`src/lssds_pkg.sv`:
```
// Shared types and constants of the level-stacked slot distance store.
`timescale 1ns / 1ps
`default_nettype none
package lssds_pkg;

  // Fixed field widths
  localparam int OP_W       = 4;
  localparam int LEVEL_W    = 3;
  localparam int ID_W       = 20;
  localparam int TIX_W      = 4;
  localparam int DIST_W     = 32;
  localparam int CNT_W      = 5;
  localparam int LCO_W      = 4;
  localparam int STAT_W     = 2;
  localparam int IN_DATA_W  = 96;
  localparam int IN_USER_W  = 4;
  localparam int OUT_DATA_W = 72;
  localparam int OUT_USER_W = 2;

  localparam logic [ID_W-1:0] EMPTY_ID = '1;

  // Operation codes
  localparam logic [OP_W-1:0] OP_PUSH    = 4'd0;
  localparam logic [OP_W-1:0] OP_SETBASE = 4'd1;
  localparam logic [OP_W-1:0] OP_WRITE   = 4'd2;
  localparam logic [OP_W-1:0] OP_FILL    = 4'd3;
  localparam logic [OP_W-1:0] OP_CLOSE   = 4'd4;
  localparam logic [OP_W-1:0] OP_REOPEN  = 4'd5;
  localparam logic [OP_W-1:0] OP_POP     = 4'd6;
  localparam logic [OP_W-1:0] OP_RSTSLOT = 4'd7;
  localparam logic [OP_W-1:0] OP_LOOKUP  = 4'd8;
  localparam logic [OP_W-1:0] OP_READ    = 4'd9;

  // Status codes
  localparam logic [STAT_W-1:0] STAT_OK       = 2'd0;
  localparam logic [STAT_W-1:0] STAT_ILLEGAL  = 2'd1;
  localparam logic [STAT_W-1:0] STAT_CAPACITY = 2'd2;
  localparam logic [STAT_W-1:0] STAT_MISS     = 2'd3;

  // Commands from controller to datapath
  typedef enum logic [3:0] {
    CMD_NONE,
    CMD_CAPTURE,
    CMD_EXEC,
    CMD_LVL_RD,
    CMD_POP_RD,
    CMD_POP_LD,
    CMD_BASE_INIT,
    CMD_BASE_STEP,
    CMD_TGT_INIT,
    CMD_TGT_STEP,
    CMD_TRD_ISSUE,
    CMD_TRD_DONE,
    CMD_LOAD
  } cmd_t;

  // Status from datapath to controller
  typedef struct packed {
    logic search;
    logic reload;
    logic is_read;
    logic hit;
    logic miss;
    logic trd_bad;
  } dp_stat_t;

endpackage
`default_nettype wire

```
`src/lssds_ctrl.sv`:
```
// Controller state machine: sequences each operation and owns the output valid.
`timescale 1ns / 1ps
`default_nettype none
module lssds_ctrl (
  input  wire logic              clk,
  input  wire logic              rst_n,
  input  wire logic              in_tvalid,
  output logic                   in_tready,
  output logic                   out_tvalid,
  input  wire logic              out_tready,
  output lssds_pkg::cmd_t        cmd,
  input  wire lssds_pkg::dp_stat_t stat
);
  import lssds_pkg::*;

  typedef enum logic [3:0] {
    S_IDLE, S_DEC, S_LVL, S_BASE, S_TINIT, S_TGT, S_TRD, S_TWAIT, S_RELOAD, S_OUT
  } state_t;

  state_t state_r, state_nxt;
  logic   out_tvalid_r, out_tvalid_nxt;
  logic   out_free;

  assign out_free   = !out_tvalid_r || out_tready;
  assign in_tready  = (state_r == S_IDLE);
  assign out_tvalid = out_tvalid_r;

  // Pick the command and the next state
  always_comb begin
    cmd       = CMD_NONE;
    state_nxt = state_r;
    unique case (state_r)
      S_IDLE: begin
        if (in_tvalid) begin
          cmd       = CMD_CAPTURE;
          state_nxt = S_DEC;
        end
      end
      S_DEC: begin
        priority if (stat.search) begin
          cmd       = CMD_LVL_RD;
          state_nxt = S_LVL;
        end else if (stat.reload) begin
          cmd       = CMD_POP_RD;
          state_nxt = S_RELOAD;
        end else begin
          cmd       = CMD_EXEC;
          state_nxt = S_OUT;
        end
      end
      S_RELOAD: begin
        cmd       = CMD_POP_LD;
        state_nxt = S_OUT;
      end
      S_LVL: begin
        cmd       = CMD_BASE_INIT;
        state_nxt = S_BASE;
      end
      S_BASE: begin
        cmd = CMD_BASE_STEP;
        priority if (stat.hit) state_nxt = S_TINIT;
        else if (stat.miss)    state_nxt = S_OUT;
        else                   state_nxt = S_BASE;
      end
      S_TINIT: begin
        cmd       = CMD_TGT_INIT;
        state_nxt = stat.is_read ? S_TRD : S_TGT;
      end
      S_TGT: begin
        cmd = CMD_TGT_STEP;
        if (stat.hit || stat.miss) state_nxt = S_OUT;
      end
      S_TRD: begin
        cmd       = CMD_TRD_ISSUE;
        state_nxt = stat.trd_bad ? S_OUT : S_TWAIT;
      end
      S_TWAIT: begin
        cmd       = CMD_TRD_DONE;
        state_nxt = S_OUT;
      end
      S_OUT: begin
        if (out_free) begin
          cmd       = CMD_LOAD;
          state_nxt = S_IDLE;
        end
      end
      default: state_nxt = S_IDLE;
    endcase
  end

  // Output valid: set on load, drop after the transfer
  always_comb begin
    if (cmd == CMD_LOAD)  out_tvalid_nxt = 1'b1;
    else if (out_tready)  out_tvalid_nxt = 1'b0;
    else                  out_tvalid_nxt = out_tvalid_r;
  end

  always_ff @(posedge clk) begin
    if (!rst_n) begin
      state_r      <= S_IDLE;
      out_tvalid_r <= 1'b0;
    end else begin
      state_r      <= state_nxt;
      out_tvalid_r <= out_tvalid_nxt;
    end
  end

endmodule
`default_nettype wire

```
`config.mk`:
```
export PLATFORM = sky130hd
export DESIGN_NAME = lssds_ctrl
export DESIGN_NICKNAME = d
export VERILOG_FILES = /design/src/lssds_pkg.sv /design/src/lssds_ctrl.sv
export SDC_FILE = /design/constraint.sdc
export NUM_CORES = 1
export LEC_CHECK = 0
export BUFFER_PORTS_ARGS = -buffer_cell sky130_fd_sc_hd__buf_2
export CORE_AREA = 5 5 42 44
export DETAILED_ROUTE_END_ITERATION = 12
export DIE_AREA = 0 0 47 49
export MAX_ROUTING_LAYER = met4
export PLACE_DENSITY = 0.67
export SLEW_MARGIN = 20
export SYNTH_ARGS = -nofsm -noshare
export SYNTH_HDL_FRONTEND = slang
export SYNTH_SLANG_ARGS = --single-unit
```
`constraint.sdc`:
```
create_clock -name clk -period 1.6 [get_ports clk]
set_input_delay 0.32 -clock clk [delete_from_list [all_inputs] [get_ports clk]]
set_output_delay 0.32 -clock clk [all_outputs]
set_load 0.02 [all_outputs]
```
==> metrics.txt, run 1 <==
Starting Density 32.0%; critical path's slowest cell or3_4; drt total wl approximately 1200 um; # IOs 16; Die Wd ~47 um; Filler cells 142; Final nets 93; status completed; port bufs 15; Final Non-Filler Cells 98; slew at the pin with the worst max-slew slack 362 ps; routed vias/inst 5.49; Warnings, synthesis 0; CTS tree built; Arrival @ worst endpoint 1250 ps; Fmax achieved 0.639 GHz; vias 538; register area share after synthesis 22.3%; initial antenna violation count 0; placed insts roughly 90; Fin. Hold Viols 0; GRT Max-Usage Layer met2; Top FF cell, synth dfxtp_1; Initial DRC Count 18; number of core rows 14; Worst path max stage delay between 300 and 400 ps; commonest non-fill, non-tap cell in the layout buf_2; met2 Use GR between 15 and 20%; Max Cap Viol 0; vias in the first global route 469; Sequential Power Share 29.6%; ys async rst share 0%; post-synthesis cell area 448 um^2; drc violations 0; #FFs+latches synth 5; RSZ-0062 raised after global routing yes; met3 usage 2.21%; core area 0.00140 mm^2; Mapped Nets 71; final setup fails 0; startpoint type of the worst setup path flop; gate count after technology mapping 61; Post-Route Setup TNS 0 ps; H-tree level count 1; internal power 0.000351 W; final instance area 623 um^2; worst setup path class reg2out; Clock Tree Buf Depth 2; CP cell instances or3_4 > o21ai_2 > buf_6; DP Area ~550 um^2; area growth from synthesis to layout 39.1%; die area approximately 0.0023 mm^2; VDD IR max 0.000433 V; Die Y between 40 and 50 um; DP HPWL 938 um; final core utilization 44.5%; Tot GR Track Use a little over a tenth; TritonCTS Buffers 3; clk_lat worst skew 230 ps; Avg Cell Area, Syn 7.34 um^2; Clock transition at path regs ~40 ps; largest net degree at the start of global routing 13; Sw Pwr 0.000192 W; clock sink count 5; Wirelength per Cell 12.4 um; share of cells above drive strength 1 43.9%; ANT cells 0; Tcrit/Tclk final a little over nine tenths; Power Dens Cells 871 mW/mm^2; Distinct cells, synth 29; Logic pwr share 45.0%; clock share of power 25.4%; sw frac a little over a third; worst min path class in2reg; area of the multi-input gates 314 um^2; Required @ worst endpoint around 1300 ps; Pins Over Slew Limit 0; met1 GRT Util between 10 and 15%; register area 109 um^2; Bufs and invs on worst path 1; clock skew a little over 0.9 ps; CTS root buffer clkbuf_4; Antenna Nets Post-Route 0; most frequent cells in the layout buf_2, o21ai_0, buf_4, nor2_1, a21oi_1; slew margin rel. 75.6%; crit-path max FO 8; global route overflow 0; static leakage 0.249 nW; CP delay by family, top simple AND/OR/NAND/NOR gates; placer congestion estimate approximately 0.86; EDFF count, synth 0; first-pass GRT wire length 1830 um; drt first pass iters 4; fin crit period 1570 ps; CP Capture Type primary output
-- sequential cells by signal (all words and copies together) (netlist names) --
register and flops:
state_r 4, out_tvalid 1
-- metrics by stage --
step                      hold WS [ps]  setup WS (ps)  power, W
final                              341           34.7  0.000543
after global routing               349          -7.09  0.000577
after CTS                          333           6.18  0.000525
after detailed placement           578            124  0.000360
after global placement             576            151  0.000359
after floorplan                    437           59.5  0.000294
-- worst register-to-register path, delay by kind of cell, from the launching register on --
family	cells	cell delay, ps
multiplexers	1	140
AO/OA/AOI/OAI	1	220
buffers and inverters	1	140
AND/OR/NAND/NOR	2	470
flip-flops	1	360
-- power by group through the flow --
stage               Clock (W)  Sequential [W]  Combinational [W]
finish               0.000138        0.000161           0.000244
global route         0.000153        0.000162           0.000262
CTS                  0.000147        0.000160           0.000218
detailed placement          0        0.000160           0.000200
global placement            0        0.000160           0.000199
floorplan                   0        0.000144           0.000150
-- routing by layer --
| metal | part of all wire (%) | wire, um |
|---|---|---|
| met1 | 41 | 498 |
| met2 | 53 | 639 |
| met3 | 5.8 | 71 |
| met4 | 0.66 | 8 |
| met5 | 0 | 0 |
-- cell families after synthesis --
group / synth area share [%]
muxes: 4.75
buffers and inverters: 10.1
AOI/OAI and AO/OA: 36.0
DFF: 22.3
and+or+nand+nor: 26.8
-- synth_stat cells (2+ instances only) --
master / instances / share of area (%)
o21ai_0: 9 / 10
a21oi_1: 5 / 5.6
dfxtp_1: 5 / 22
inv_1: 5 / 4.2
nor2_1: 5 / 4.2
buf_2: 3 / 3.4
nand2_1: 3 / 2.5
nand2b_1: 2 / 2.8
nand3b_1: 2 / 3.4
nor2b_1: 2 / 2.8
o22ai_1: 2 / 2.8
-- path summary, 6_finish.rpt --
| kind | endpoint | slack [ps] | from | cells after the start |
|---|---|---|---|---|
| setup reg to reg | state_r[3] | 170 | state_r[0] | 5 |
| hold reg to reg | out_tvalid | 580 | out_tvalid | 3 |
| hold / removal | state_r[2] | 340 | rst_n | 2 |
| setup / recovery | cmd[0] | 30 | state_r[0] | 3 |
-- area by class of cell --
class / count / share of cell area, %
inverter: 5 / 3.01
timing repair buffer: 21 / 21.7
clock buffer: 4 / 4.22
tap: 16 / 3.21
multi-input combinational: 47 / 50.4
sequential: 5 / 17.5
-- timing repair --
action / in CTS / in global routing
endpoints found under the hold margin: 0 / 0
pin swaps: 1 / 2
gates resized for setup: 9 / 8
hold buffers: 0 / 0
buffers inserted: 0 / 2
setup endpoints to repair: 5 / 5
gates cloned: 0 / 0
Note: power is estimated with default switching activity, not from simulation.
==> run 2: changes to the inputs <==
--- a/config.mk
+++ b/config.mk
@@ -6,9 +6,9 @@
 export NUM_CORES = 1
 export LEC_CHECK = 0
 export BUFFER_PORTS_ARGS = -buffer_cell sky130_fd_sc_hd__buf_2
-export CORE_AREA = 5 5 42 44
+export CORE_AREA = 2 2 39 41
 export DETAILED_ROUTE_END_ITERATION = 12
-export DIE_AREA = 0 0 47 49
+export DIE_AREA = 0 0 41 43
 export MAX_ROUTING_LAYER = met4
 export PLACE_DENSITY = 0.67
 export SLEW_MARGIN = 20
==> metrics.txt, run 2 (synthesized netlist as in run 1, its figures left out) <==
worst min path class in2reg; Place WS 143 ps (+19.1 ps); Die Wd 41 um (-13%); CTS tree built; area growth from synthesis to layout 39.1% (unchanged); Fin. Hold Viols 0 (unchanged); Power Dens Cells 856 mW/mm^2 (-1.7%); most frequent cells in the layout buf_2, o21ai_0, buf_4, nor2_1, a21oi_1; slew margin rel. 75.1% (-0.59 points); Starting Density 32.4% (+0.40 points); placer congestion estimate 0.769 (-11%); Clock Tree Buf Depth 2 (unchanged); Required @ worst endpoint 1280 ps (about the same); Max Cap Viol 0 (unchanged); Initial DRC Count 2 (-16); Hold Path End state_r[2]; clock sink count 5 (unchanged); largest net degree at the start of global routing 12 (-1); global route overflow 0 (unchanged); Final nets 94 (+1.1%); Wirelength per Cell 11.9 um (-3.9%); final setup margin 16.6 ps (-18.2 ps); CP Capture Type primary output; core area 0.00138 mm^2 (-1.2%); VDD IR max 0.000330 V (-24%); initial antenna violation count 0 (unchanged); commonest non-fill, non-tap cell in the layout buf_2; Arrival @ worst endpoint 1260 ps (about the same); Hold Path Stages 2 (unchanged); crit-path max FO 7 (-1); reg2reg path depth 5 (unchanged); Tot GR Track Use 14.6% (+4.0 points); status completed; drc violations 0 (unchanged); FF-to-FF Start state_r[2]; Fmax achieved 0.632 GHz (-1.1%); vias in the first global route 435 (-7.2%); drt total wl 1180 um (-3.0%); port bufs 15 (unchanged); ANT cells 0 (unchanged); max FFs per register 4 (unchanged); # IOs 16 (unchanged); TritonCTS Buffers 3 (unchanged); hold path start rst_n; end of the worst register-to-register path state_r[3]; H-tree level count 1 (unchanged); die area 0.00176 mm^2 (-23%); clock skew 0.253 ps (-0.662 ps); Tcrit/Tclk final 99.0% (+1.1 points); clk_lat worst skew 240 ps (about the same); slew at the pin with the worst max-slew slack 371 ps (+8.71 ps); R2R Setup Slk 180 ps (about the same); drt first pass iters 4 (unchanged); static leakage 0.254 nW (+1.9%); Antenna Nets Post-Route 0 (unchanged); Filler cells 145 (+2.1%); first-pass GRT wire length 1710 um (-6.4%); RSZ-0062 raised after global routing yes; final core utilization 45.0% (+0.56 points); Clock transition at path regs 40 ps (about the same); share of cells above drive strength 1 44.6% (+0.68 points); Reg with most FFs state_r; number of core rows 14 (unchanged); Die Y 43 um (-12%); CTS root buffer clkbuf_4; Pins Over Slew Limit 0 (unchanged); worst setup path class reg2out; final setup fails 0 (unchanged); startpoint type of the worst setup path flop; fin crit period 1580 ps (+18.2 ps); vias 535 (-0.56%); DP HPWL 922 um (-1.7%); routed vias/inst 5.40 (-1.6%)
==> run 2: area by class of cell <==
class	count	area, um^2	share of cell area (%)
sequential	5	110	17.7
clock buffer	4	26.3	4.22
inverter	5	18.8	3.01
tap	16	20.0	3.21
multi-input combinational	47	314	50.4
timing repair buffer	22	134	21.5
==> run 2: worst max path at each step <==
stage	startpoint	endpoint	slack [ps]	cells after the start
2_1_floorplan	state_r[0]	cmd[2]	60	4
3_3_place_gp	state_r[0]	cmd[1]	130	4
3_5_place_dp	state_r[0]	cmd[1]	140	4
4_1_cts	state_r[2]	cmd[0]	-6	3
5_1_grt	state_r[2]	cmd[0]	-20	3
6_report	state_r[2]	cmd[0]	20	3
==> run 2: through the flow <==
stage          setup TNS [ps]  hold slack [ps]  total power, W  std cells  area, um^2
6_report                    0              342        0.000533         99         623
4_1_cts                 -6.08              333        0.000520         97         597
3_5_place_dp                0              566        0.000361         92         547
5_1_grt                 -25.1              345        0.000572         99         623
2_1_floorplan               0              437        0.000294         61         448
3_3_place_gp                0              549        0.000361         92         547
==> run 2: critical path, cell delays in order, from the launching register on <==
cell and delay, ps:
dfxtp_4 360, or3_4 400, o21ai_2 130, buf_6 130
==> run 2: repair_timing <==
action,CTS,global route
buffers inserted,1,2
pin swaps,1,2
endpoints found under the hold margin,0,0
resized for setup,8,8
hold buffers,0,0
setup endpoints to repair,4,4
==> run 2: routing by layer <==
layer	share of wire (%)	vias up	track usage (%)
li1	-	272	-
met1	44	243	17.6
met2	50	18	20.6
met3	5.0	2	2.09
met4	0.76	0	11.3
met5	0	-	-
==> run 2: where the power goes <==
group	total [W]	internal [W]	switching (W)	leakage, nW
registers	0.000154	0.000136	0.0000180	0.0430
clock network	0.000141	0.0000940	0.0000467	0.0150
logic	0.000238	0.000112	0.000126	0.196
